[src/design/symbol_timing_recovery_loop_top_defines.svh]
// Assertion macros for the front end of the symbol timing recovery loop.
`ifndef SYMBOL_TIMING_RECOVERY_LOOP_TOP_DEFINES_SVH
`define SYMBOL_TIMING_RECOVERY_LOOP_TOP_DEFINES_SVH

// Same-cycle implication, sampled on clk and disabled while rst_n is low.
`define STRL_ASSERT_IMPL(label, ante, cons, msg) \
    label: assert property (@(posedge clk) disable iff (!rst_n) (ante) |-> (cons)) \
        else $error(msg);

// Next-cycle implication, sampled on clk and disabled while rst_n is low.
`define STRL_ASSERT_NEXT(label, ante, cons, msg) \
    label: assert property (@(posedge clk) disable iff (!rst_n) (ante) |=> (cons)) \
        else $error(msg);

`endif

[src/design/strl_pkg.sv]
// Types and constants shared by the symbol timing recovery loop modules.
package strl_pkg;

    typedef logic signed [15:0] sample_t;
    typedef logic signed [19:0] phase_t;
    typedef logic signed [15:0] offset_t;
    typedef logic signed [31:0] error_t;
    typedef logic signed [15:0] gain_t;
    typedef logic signed [20:0] interp_t;

    localparam int SamplesPerSymbol = 4;

    localparam logic signed [20:0] MuOne = 21'sd65536;
    localparam phase_t  InitialPhaseReset = 20'sd11141;
    localparam gain_t   LoopGainReset     = 16'sd655;
    localparam offset_t OffsetMax         = 16'sh7FFF;
    localparam offset_t OffsetMin         = 16'sh8000;

    // Register index as decoded from paddr[2].
    localparam logic RegInitialPhase = 1'b0;
    localparam logic RegLoopGain     = 1'b1;

    // One symbol to work on: the four samples, the wrapped phase and offset.
    typedef struct packed {
        sample_t s0;
        sample_t s1;
        sample_t s2;
        sample_t s3;
        phase_t  mu;
        offset_t off;
    } job_t;

    // New phase handed back from the back end when a symbol completes.
    typedef struct packed {
        logic   valid;
        phase_t mu;
    } commit_t;

    // Phase load from a write of the initial phase register.
    typedef struct packed {
        logic   valid;
        phase_t value;
    } phase_load_t;

endpackage

[src/design/strl_front.sv]
// Front end: sample taps, counters, phase wrap and symbol detection.
`include "symbol_timing_recovery_loop_top_defines.svh"

module strl_front (
    input  logic                  clk,
    input  logic                  rst_n,
    input  strl_pkg::sample_t     sample_value,
    input  logic                  sample_valid,
    output logic                  sample_stall,
    input  strl_pkg::phase_load_t phase_load,
    input  strl_pkg::commit_t     commit,
    input  logic                  q_ready,
    output logic                  q_push,
    output strl_pkg::job_t        q_job
);

    strl_pkg::phase_t  mu_reg,   mu_next;
    strl_pkg::offset_t off_reg,  off_next;
    logic [31:0]       cnt_reg,  cnt_next;
    logic [31:0]       base_reg, base_next;
    strl_pkg::sample_t tap_reg  [0:2];
    strl_pkg::sample_t tap_next [0:2];
    logic              pend_reg, pend_next;
    logic [1:0]        since_reg, since_next;

    logic signed [20:0] mu_ext;
    strl_pkg::phase_t   mu_wrap;
    strl_pkg::offset_t  off_tent;
    logic [31:0]        due_cnt;
    logic               accept;

    // Tentative wrap of the committed phase into the offset.
    always_comb
    begin
        mu_ext   = {mu_reg[19], mu_reg};
        mu_wrap  = mu_reg;
        off_tent = off_reg;
        if (mu_ext > strl_pkg::MuOne)
        begin
            mu_wrap = 20'(mu_ext - strl_pkg::MuOne);
            if (off_reg != strl_pkg::OffsetMax)
            begin
                off_tent = off_reg + 16'sd1;
            end
        end
        else if (mu_reg[19])
        begin
            mu_wrap = 20'(mu_ext + strl_pkg::MuOne);
            if (off_reg != strl_pkg::OffsetMin)
            begin
                off_tent = off_reg - 16'sd1;
            end
        end
    end

    assign due_cnt = base_reg + {{16{off_tent[15]}}, off_tent} + 32'd3;

    // While a symbol is in flight its new phase is not known yet; symbols are at
    // least three samples apart, so two more samples may enter before waiting.
    assign sample_stall = !q_ready || (pend_reg && (since_reg == 2'd2));
    assign accept       = sample_valid && !sample_stall;
    assign q_push       = accept && !pend_reg && (due_cnt == cnt_reg);

    assign q_job.s0  = tap_reg[2];
    assign q_job.s1  = tap_reg[1];
    assign q_job.s2  = tap_reg[0];
    assign q_job.s3  = sample_value;
    assign q_job.mu  = mu_wrap;
    assign q_job.off = off_tent;

    always_comb
    begin
        mu_next    = mu_reg;
        off_next   = off_reg;
        cnt_next   = cnt_reg;
        base_next  = base_reg;
        tap_next   = tap_reg;
        pend_next  = pend_reg;
        since_next = since_reg;
        if (accept)
        begin
            cnt_next    = cnt_reg + 32'd1;
            tap_next[0] = sample_value;
            tap_next[1] = tap_reg[0];
            tap_next[2] = tap_reg[1];
            if (pend_reg)
            begin
                since_next = since_reg + 2'd1;
            end
        end
        if (q_push)
        begin
            base_next  = base_reg + 32'(strl_pkg::SamplesPerSymbol);
            off_next   = off_tent;
            mu_next    = mu_wrap;
            pend_next  = 1'b1;
            since_next = 2'd0;
        end
        if (commit.valid)
        begin
            mu_next   = commit.mu;
            pend_next = 1'b0;
        end
        if (phase_load.valid)
        begin
            mu_next = phase_load.value;
        end
    end

    always_ff @(posedge clk or negedge rst_n)
    begin
        if (!rst_n)
        begin
            mu_reg    <= strl_pkg::InitialPhaseReset;
            off_reg   <= '0;
            cnt_reg   <= '0;
            base_reg  <= '0;
            tap_reg   <= '{default: '0};
            pend_reg  <= 1'b0;
            since_reg <= '0;
        end
        else
        begin
            mu_reg    <= mu_next;
            off_reg   <= off_next;
            cnt_reg   <= cnt_next;
            base_reg  <= base_next;
            tap_reg   <= tap_next;
            pend_reg  <= pend_next;
            since_reg <= since_next;
        end
    end

    `STRL_ASSERT_IMPL(a_commit_owned, commit.valid, pend_reg, "commit without a symbol in flight")
    `STRL_ASSERT_NEXT(a_commit_clears, commit.valid, !pend_reg, "symbol still pending after commit")
    `STRL_ASSERT_NEXT(a_no_double, q_push, !q_push, "symbols on consecutive samples")

endmodule

[config.mk]
export PLATFORM = sky130hd
export DESIGN_NAME = strl_front
export DESIGN_NICKNAME = d
export VERILOG_FILES = /design/src/design/strl_pkg.sv /design/src/design/strl_front.sv
export VERILOG_INCLUDE_DIRS = /design/src /design/src/design
export SDC_FILE = /design/constraint.sdc
export NUM_CORES = 1
export LEC_CHECK = 0
export BUFFER_PORTS_ARGS = -buffer_cell sky130_fd_sc_hd__clkbuf_2
export CAP_MARGIN = 10
export CORE_MARGIN = 1
export CORE_UTILIZATION = 30
export CTS_CLUSTER_DIAMETER = 100
export DETAILED_ROUTE_END_ITERATION = 8
export GPL_ROUTABILITY_DRIVEN = 1
export HOLD_SLACK_MARGIN = 0.12
export PLACE_DENSITY_LB_ADDON = 0.15
export SLEW_MARGIN = 10
export SYNTH_ARGS = -nofsm -noshare
export SYNTH_HDL_FRONTEND = slang
export SYNTH_SLANG_ARGS = --single-unit
export TNS_END_PERCENT = 50
[constraint.sdc]
create_clock -name clk -period 7.4 [get_ports clk]
set_clock_uncertainty 0.05 [all_clocks]
set_input_delay 0.74 -clock clk [delete_from_list [all_inputs] [get_ports clk]]
set_output_delay 0.74 -clock clk [all_outputs]
set_load 0.05 [all_outputs]
==> results of run 1 <==
-- how the worst max path moves through the flow --
| stage | slack, ns | cells after the start | end |
|---|---|---|---|
| 5_1_grt | 0.04 | 22 | q_push |
| 3_3_place_gp | 0.59 | 22 | q_push |
| 3_5_place_dp | 0.48 | 22 | q_push |
| 4_1_cts | 0.05 | 22 | q_push |
| 6_report | 0.43 | 22 | q_push |
| 2_1_floorplan | 0.66 | 21 | q_push |
-- metrics by stage --
stage          power [µW]  cell area, µm²  worst slack [ns]
2_1_floorplan        1470           10600             0.664
3_3_place_gp         1680           11700             0.587
3_5_place_dp         1680           11700             0.484
4_1_cts              2580           12300            0.0468
5_1_grt              2680           12300            0.0441
6_report             2550           12300             0.434
-- metal layers --
metal  global-route usage [%]  routed length (µm)  vias up
li1                         -                   -     4668
met1                     27.6               16600     4592
met2                     30.3               15700      319
met3                     4.26                2060       30
met4                     5.52                 540        0
met5                        0                   0        -
-- critical path, cell delays in order, from the launching register on --
cell       delay [ns]
dfrtp_2          0.44
inv_2            0.12
ha_1             0.26
nand2_1          0.11
nor2_1           0.06
nor2b_1          0.23
nand2_1          0.14
or3_1            0.40
o32ai_2          0.31
o21ai_0          0.17
xnor2_1          0.32
ha_1             0.38
a21oi_2          0.24
o21ai_1          0.12
a32oi_2          0.35
nor3_1           0.13
or4b_1           0.51
nor4_1           0.29
nand4bb_1        0.24
nor4_2           0.40
nand4_2          0.21
inv_1            0.14
buf_12           0.14
-- cell type report --
cell class	count	area share, %
multi-input combinational	1000	51.1
sequential	149	30.4
timing repair buffer	183	8.12
tap	455	4.62
clock buffer	19	3.68
clock inverter	13	1.13
inverter	34	1.04
-- where the power goes --
| group | switching, µW | leakage, µW | internal [µW] | total (µW) |
|---|---|---|---|---|
| clock | 395 | 0.000283 | 492 | 887 |
| combinational | 509 | 0.00366 | 199 | 708 |
| sequential | 71.4 | 0.00190 | 884 | 956 |
-- cells in the mapped netlist (10+ instances only) --
cell type and count:
ha_1 38, nor2_1 86, and3_1 18, xor2_1 56, buf_2 18, nor3_1 36
dfrtp_1 142, inv_1 33, o21ai_1 10, clkbuf_1 33, nand2_1 261, a21oi_1 57
nor4_2 12, buf_4 32, nand4_1 23, xnor2_1 69, nand3_1 46, mux2i_1 24
o21ai_0 48, or3_1 12, nor4_1 14, o211ai_1 13
-- timing repair --
action | 4_1_cts | 5_1_grt
pin swaps | 0 | 1
hold buffers | 0 | 0
resized for setup | 1 | 7
setup buffers | 0 | 1
endpoints found under the setup margin | 1 | 1
-- kinds of logic after synthesis --
logic type | Yosys count
and+or+nand+nor | 581
adders and majority gates | 38
DFF | 149
AOI/OAI and AO/OA | 223
buffers and inverters | 122
xor gates and xnor gates | 125
muxes | 33
==> flow_metrics.py, run 1 <==
metrics = {
    "cts": {
        "cts_tree": "done",
        "cts_buffers": 17,
        "cts-root-buf": "clkbuf_16",
        "clkLatencyLatePin_ns": 0.44,
        "clk_pin_slew_ns": 0.07,
        "clock_path_buffers": 2,
        "cts.sinks": 149,
        "htree_levels": 4,
    },
    "yosys": {
        "syn_avg_cell_area_um2": 8.33,
        "yosysTopAreaCellShare_pct": 33.6,
        "yosys.area_share.simple_pct": 27.4,
        "ys_warn_count": 0,
        "synthMuxAreaShare_pct": 3.23,
        "synth_top_family_by_area": "simple AND/OR/NAND/NOR gates",
        "synth_compound_area_share_pct": 13.5,
        "synthCells": 1271,
        "synth_cell_types": 75,
        "synth.net_count": 1371,
        "synthesis.area_um2": 10600,
        "synth_top_cell_by_area": "dfrtp_1",
        "ys_seq_area_share_pct": 35.3,
        "synthArstFlopShare_pct": 100,
        "ys_seq_elements": 149,
        "synth_area_leaders": "dfrtp_1 (34%), nand2_1 (9.3%), xnor2_1 (5.7%)",
        "synth_xor_area_share_pct": 10.3,
        "synth-adder-area-share_pct": 4.49,
        "synth_edf_count": 0,
        "ys.flop_type": "dfrtp_1",
    },
    "finish": {
        "syn_to_final_growth_pct": 16.4,
        "ff_latch_area_um2": 3740,
        "largest_reg_flops": 48,
        "final_core_util_pct": 35.6,
        "drive_above_1_share_pct": 20.0,
        "fillers": 3656,
        "n_antenna_cell": 0,
        "instances_no_fill": 1853,
        "multi_input_area_um2": 6290,
        "final_common_cell": "nand2_1",
        "mostFrequentLayoutCells": "nand2_1 (261), clkbuf_2 (161), dfrtp_1 (141)",
        "fin_nets": 1485,
    },
    "critical_path": {
        "crit_arrival_ns": 6.18,
        "regToRegStartpoint": "off_reg[0]",
        "rr_worst_depth": 25,
        "startpoint": "off_reg[0]",
        "worstSetupStartpointType": "flip-flop",
        "endpoint_kind": "output pin",
        "crit_fanout": 8,
        "r2r_slack_ns": 1.00,
        "path_class": "reg2out",
        "r2r-end": "base_reg[25]",
        "required_ns": 6.61,
    },
    "placed_design": {
        "dp_hpwl_mm": 27.1,
        "gp_congestion": 0.964,
        "dp.cells": 1820,
        "portBuffers": 163,
    },
    "floorplanning": {
        "die-area_um2": 36000,
        "initial_core_util_pct": 30.6,
        "placementRows": 68,
        "ios": 164,
        "die_w_um": 190,
        "die_h_um": 190,
        "coreArea_um2": 34600,
    },
    "global_routing": {
        "grt-ovfl-total": 0,
        "grt_pass1_vias": 9262,
        "antenna_found_initial": 0,
        "grt_max_degree": 62,
        "track_usage_pct": 19.7,
        "grt_pass1_wl_mm": 54.2,
    },
    "power": {
        "ir_drop_mv": 0.178,
        "powerDensity_nw_per_um2": 207,
        "p_leak_uw": 0.00585,
    },
    "timing": {
        "report.final.slew_viol_count": 0,
        "tightest_slew_ns": 1.04,
        "hold_viol": 0,
        "setup_violations": 0,
        "rsz0062_at_grt": "no",
        "fin_crit_ns": 6.97,
        "holdWs_ns": 0.139,
        "fmax_ghz": 0.144,
        "period_share_pct": 94.1,
        "fin_tns_setup_ns": 0,
        "slew_headroom_pct": 30.8,
    },
    "routing": {
        "first_iter_violations": 854,
        "dr.pass1.iters": 5,
        "drc": 0,
        "ant_nets": 0,
        "routed_wl_mm": 34.9,
        "vias": 9609,
        "avgViaCountPerCell": 5.19,
        "wire_per_inst_um": 18.8,
    },
    "status": {
        "status": "finished, final reports clean",
    },
    "job": {
        "maxCapViolations": 0,
    },
    "min_path": {
        "hold_class": "in2async",
    },
}
Power figures use the tool's default switching activity.
==> run 2, diff against run 1 <==
Settings changed: BUFFER_PORTS_ARGS -buffer_cell sky130_fd_sc_hd__clkbuf_2 to -buffer_cell sky130_fd_sc_hd__buf_2, CTS_BUF_LIST from default to sky130_fd_sc_hd__clkbuf_4, CTS_CLUSTER_DIAMETER 100 to 60.
==> run 2 against run 1 <==
Effect of this change:
- clock power shrank 40%
- routed wire length grew 0.94%
- non-clock buffer count grew 3
- first-iteration DRC count shrank 20%
- largest cell class unchanged
- critical path type unchanged
==> flow_metrics.py, run 2 (synthesized netlist as in run 1, its figures left out) <==
metrics = {
    "status": {
        "status": "finished, final reports clean",
    },
    "floorplanning": {
        "ios": 164,
        "die-area_um2": 36000,
        "initial_core_util_pct": 30.6,
        "placementRows": 68,
        "coreArea_um2": 34600,
        "die_w_um": 190,
        "die_h_um": 190,
    },
    "critical_path": {
        "r2r-end": "mu_reg[17]",
        "endpoint_kind": "output pin",
        "cp_top_family": "simple AND/OR/NAND/NOR gates",
        "critPathSlowestCell": "or4_4",
        "rr_worst_depth": 23,
        "path_depth": 22,
        "worstSetupStartpointType": "flip-flop",
        "r2r_slack_ns": 1.18,
        "setup.worst_path.end": "q_push",
        "crit_fanout": 11,
        "crit_arrival_ns": 6.22,
        "startpoint": "mu_reg[17]",
        "required_ns": 6.61,
        "path_cells": "inv_1, ha_1, nor4b_1, nand3_1, o21ai_0, buf_4, nor2_2, nand2_1, and2_1, xnor2_1, ha_1, or2_1, o22ai_1, xnor2_1, nand3_1, a2111oi_0, nand4_1, or4_4, nor4_2, nand4_2, inv_1, clkbuf_4",
        "path_class": "reg2out",
        "critPathMaxStageDelay_ns": 0.56,
        "worst-path-buf-inv": 4,
        "regToRegStartpoint": "mu_reg[17]",
    },
    "timing": {
        "hold_viol": 0,
        "period_share_pct": 94.7,
        "report.final.slew_viol_count": 0,
        "setup_ws_ns": 0.390,
        "fin_tns_setup_ns": 0,
        "tightest_slew_ns": 0.915,
        "holdWs_ns": 0.270,
        "slew_headroom_pct": 39.0,
        "setup_violations": 0,
        "fin_crit_ns": 7.01,
        "fmax_ghz": 0.143,
        "rsz0062_at_grt": "no",
    },
    "cts": {
        "cts_tree": "done",
        "clk_pin_slew_ns": 0.14,
        "cts.sinks": 149,
        "clock_path_buffers": 2,
        "clkLatencyLatePin_ns": 0.62,
        "cts_buffers": 17,
        "cts-root-buf": "clkbuf_4",
        "htree_levels": 4,
    },
    "routing": {
        "wire_per_inst_um": 19.0,
        "routed_wl_mm": 35.2,
        "dr.pass1.iters": 7,
        "ant_nets": 0,
        "first_iter_violations": 686,
        "drc": 0,
        "vias": 9537,
        "avgViaCountPerCell": 5.14,
    },
    "finish": {
        "ff_latch_area_um2": 3740,
        "syn_to_final_growth_pct": 14.4,
        "fin_nets": 1488,
        "multi_input_area_um2": 6400,
        "fin_area_um2": 12100,
        "drive_above_1_share_pct": 21.1,
        "fillers": 3636,
        "largest_reg_flops": 48,
        "final_common_cell": "nand2_1",
        "mostFrequentLayoutCells": "nand2_1 (260), buf_2 (161), dfrtp_1 (140)",
    },
    "min_path": {
        "hold_path_startpoint": "sample_value[14]",
        "hold_class": "in2reg",
    },
    "power": {
        "p_leak_uw": 0.00576,
        "ir_drop_mv": 0.128,
        "powerDensity_nw_per_um2": 180,
    },
    "global_routing": {
        "antenna_found_initial": 1,
        "grt-ovfl-total": 0,
        "grt_pass1_vias": 9347,
        "grt_max_degree": 81,
        "grt_pass1_wl_mm": 55.6,
        "track_usage_pct": 20.2,
    },
    "placed_design": {
        "portBuffers": 163,
        "pre_cts_slack_ns": 0.207,
        "gp_congestion": 0.960,
        "postPlaceCellArea_um2": 11600,
        "dp_hpwl_mm": 27.4,
    },
    "job": {
        "maxCapViolations": 0,
    },
}
## run 2: cell types whose count changed in the layout (fill, tap and decap cells not counted), sizes merged
cell / change
buf: +162
inv: -2
clkinvlp: -3
clkinv: +5
clkbuf: -160
dlygate4sd3: +1
diode: +1
## run 2: worst min path at each step
stage / end / slack, ns / cells past startpoint
after floorplan: base_reg[10] / 0.39 / 0
after global placement: q_job[92] / 0.41 / 2
after detailed placement: q_job[94] / 0.41 / 2
after CTS: q_job[60] / 0.21 / 3
after global routing: q_job[60] / 0.20 / 3
final: q_job[66] / 0.27 / 3
## run 2: report_power, final
part / switching, µW / internal, µW / leakage (µW) / total [µW]
registers: 66.9 / 883 / 0.00190 / 950
clock network: 348 / 180 / 0.000152 / 528
logic: 509 / 197 / 0.00371 / 706
## run 2: tightest hold or removal path, stage by stage
cell and delay (ns):
buf_2 0.08, nand2_1 0.04, nand2_1 0.04
## run 2: layout make-up
type                       count  area share, %
clock inverter                13           1.02
clock buffer                  19           1.18
antenna                        1         0.0207
tap                          455           4.70
inverter                      34           1.05
sequential                   149           30.9
multi-input combinational   1000           52.9
timing repair buffer         186           8.25
## run 2: repair_timing
item | in CTS | in global routing
pin swaps | 1 | 2
endpoints found under the hold margin | 1 | 0
setup buffers | 2 | 3
endpoints found under the setup margin | 1 | 1
gates cloned | 0 | 0
hold buffers | 1 | 0
gates resized for setup | 7 | 26
## run 2: layer usage
metal  vias up  share of wire, %  GRT usage (%)
met5         -                 0              0
met1      4503                48           28.4
li1       4679                 -              -
met3        35               5.9           4.56
met4         0               2.6           6.45
met2       320                44           30.3
## run 2: through the flow
step | util (%) | total power (µW) | cells
6_report | 35.0 | 2180 | 1857
5_1_grt | 35.0 | 2310 | 1857
4_1_cts | 34.5 | 2210 | 1853
3_5_place_dp | 33.6 | 1670 | 1818
3_3_place_gp | 33.6 | 1680 | 1818
2_1_floorplan | - | 1470 | 1271
==> run 3, diff against run 2 <==
Settings changed: CTS_BUF_LIST sky130_fd_sc_hd__clkbuf_4 to sky130_fd_sc_hd__clkbuf_8.
==> run 3 against run 2 <==
Effect of this change:
- clock-buffer cell count down 1
- non-clock buffer count down 3
- clock power up 21%
- total power up 5.1%
- register-to-register slack worse by 0.11 ns
- worst setup slack worse by 0.022 ns
- sequential share of layout area about the same
- critical path type unchanged
- critical endpoint unchanged
==> flow_metrics.py, run 3 (synthesized netlist as in run 1, its figures left out) <==
metrics = {
    "global_routing": {
        "antenna_found_initial": 0,
        "grt_pass1_wl_mm": 55.7,
        "grt-ovfl-total": 0,
        "grt_pass1_vias": 9305,
        "track_usage_pct": 20.2,
        "grt_max_degree": 81,
    },
    "min_path": {
        "hold_class": "in2async",
    },
    "routing": {
        "routed_wl_mm": 35.2,
        "dr.pass1.iters": 5,
        "first_iter_violations": 685,
        "ant_nets": 0,
        "wire_per_inst_um": 19.0,
        "vias": 9534,
        "drc": 0,
        "avgViaCountPerCell": 5.15,
    },
    "timing": {
        "fin_crit_ns": 7.03,
        "rsz0062_at_grt": "no",
        "slew_headroom_pct": 39.4,
        "fin_tns_setup_ns": 0,
        "hold_viol": 0,
        "fmax_ghz": 0.142,
        "report.final.slew_viol_count": 0,
        "tightest_slew_ns": 0.909,
        "period_share_pct": 95.0,
        "holdWs_ns": 0.257,
        "setup_violations": 0,
    },
    "placed_design": {
        "dp.cells": 1818,
        "gp_congestion": 0.960,
        "portBuffers": 163,
        "postPlaceCellArea_um2": 11600,
        "dp_hpwl_mm": 27.4,
    },
    "job": {
        "maxCapViolations": 0,
    },
    "cts": {
        "clk_pin_slew_ns": 0.09,
        "cts.sinks": 149,
        "clkLatencyLatePin_ns": 0.50,
        "cts_buffers": 17,
        "clock_path_buffers": 2,
        "cts-root-buf": "clkbuf_8",
        "htree_levels": 4,
        "cts_tree": "done",
    },
    "finish": {
        "drive_above_1_share_pct": 20.3,
        "fin_area_um2": 12100,
        "final_core_util_pct": 35.0,
        "syn_to_final_growth_pct": 14.6,
        "n_antenna_cell": 0,
        "instances_no_fill": 1853,
        "final_common_cell": "nand2_1",
        "largest_reg_flops": 48,
        "mostFrequentLayoutCells": "nand2_1 (261), buf_2 (162), dfrtp_1 (141)",
        "fin_nets": 1485,
    },
    "critical_path": {
        "required_ns": 6.61,
        "crit_arrival_ns": 6.24,
        "endpoint_kind": "output pin",
        "crit_fanout": 8,
        "path_class": "reg2out",
        "worstSetupStartpointType": "flip-flop",
    },
    "power": {
        "powerDensity_nw_per_um2": 189,
        "p_leak_uw": 0.00578,
        "ir_drop_mv": 0.119,
    },
    "floorplanning": {
        "initial_core_util_pct": 30.6,
        "die_w_um": 190,
        "coreArea_um2": 34600,
        "ios": 164,
        "die-area_um2": 36000,
        "placementRows": 68,
        "die_h_um": 190,
    },
    "status": {
        "status": "finished, final reports clean",
    },
}
==> run 3: worst max-delay path, stage by stage (launching register included) <==
cell and delay, ns:
dfrtp_2 0.45, inv_2 0.12, ha_1 0.26, nand2_1 0.12, nor2_1 0.08, nor2b_2 0.17, nand3_1 0.18, or2_2 0.37
o21ai_0 0.15, o41ai_1 0.09, a21oi_1 0.34, ha_1 0.48, a21oi_1 0.37, o21ai_1 0.24, a21oi_1 0.22, nor3b_1 0.10
a2111oi_0 0.36, nand4_1 0.19, or4_4 0.56, nor4_2 0.35, nand4_2 0.20, inv_1 0.09, buf_2 0.26
==> run 3: routing by layer <==
metal	wire [µm]	vias up	track usage (%)
li1	-	4658	-
met1	17000	4556	28.5
met4	714	0	5.80
met2	15500	288	30.7
met3	1910	32	4.24
met5	0	-	0
==> run 3: timing repair <==
item	4_1_cts	5_1_grt
gates cloned	0	0
hold buffers	0	0
endpoints found under the setup margin	1	1
setup buffers	2	1
gates resized for setup	2	17
pin swaps	1	1
==> run 3: layout make-up <==
class / instances / area (µm²)
sequential: 149 / 3740
fill: 3632 / 22500
multi-input combinational: 1000 / 6340
timing repair buffer: 183 / 972
clock inverter: 14 / 128
inverter: 34 / 128
tap: 455 / 569
clock buffer: 18 / 248
==> run 3: path summary, 6_finish.rpt <==
path,startpoint,endpoint,slack [ns],cells past startpoint
setup / recovery,off_reg[0],q_push,0.37,22
hold / removal,rst_n,off_reg[9],0.26,1
setup reg to reg,off_reg[0],mu_reg[17],1.07,23
min in group clk,sample_value[14],q_job[66],0.40,3
hold reg to reg,q_job[87],q_job[87],0.43,2
max in group asynchronous,rst_n,off_reg[0],5.59,2
==> run 3: power by group <==
group	switching, µW	total [µW]	internal, µW
logic	509	705	197
registers	66.8	950	883
clock network	362	641	279
total	938	2300	1360
==> run 3: metrics by stage <==
step	setup slack [ns]	total power [µW]
floorplan	0.664	1470
global placement	0.335	1680
detailed placement	0.207	1670
CTS	0.00166	2330
global route	0.00677	2430
finish	0.368	2300
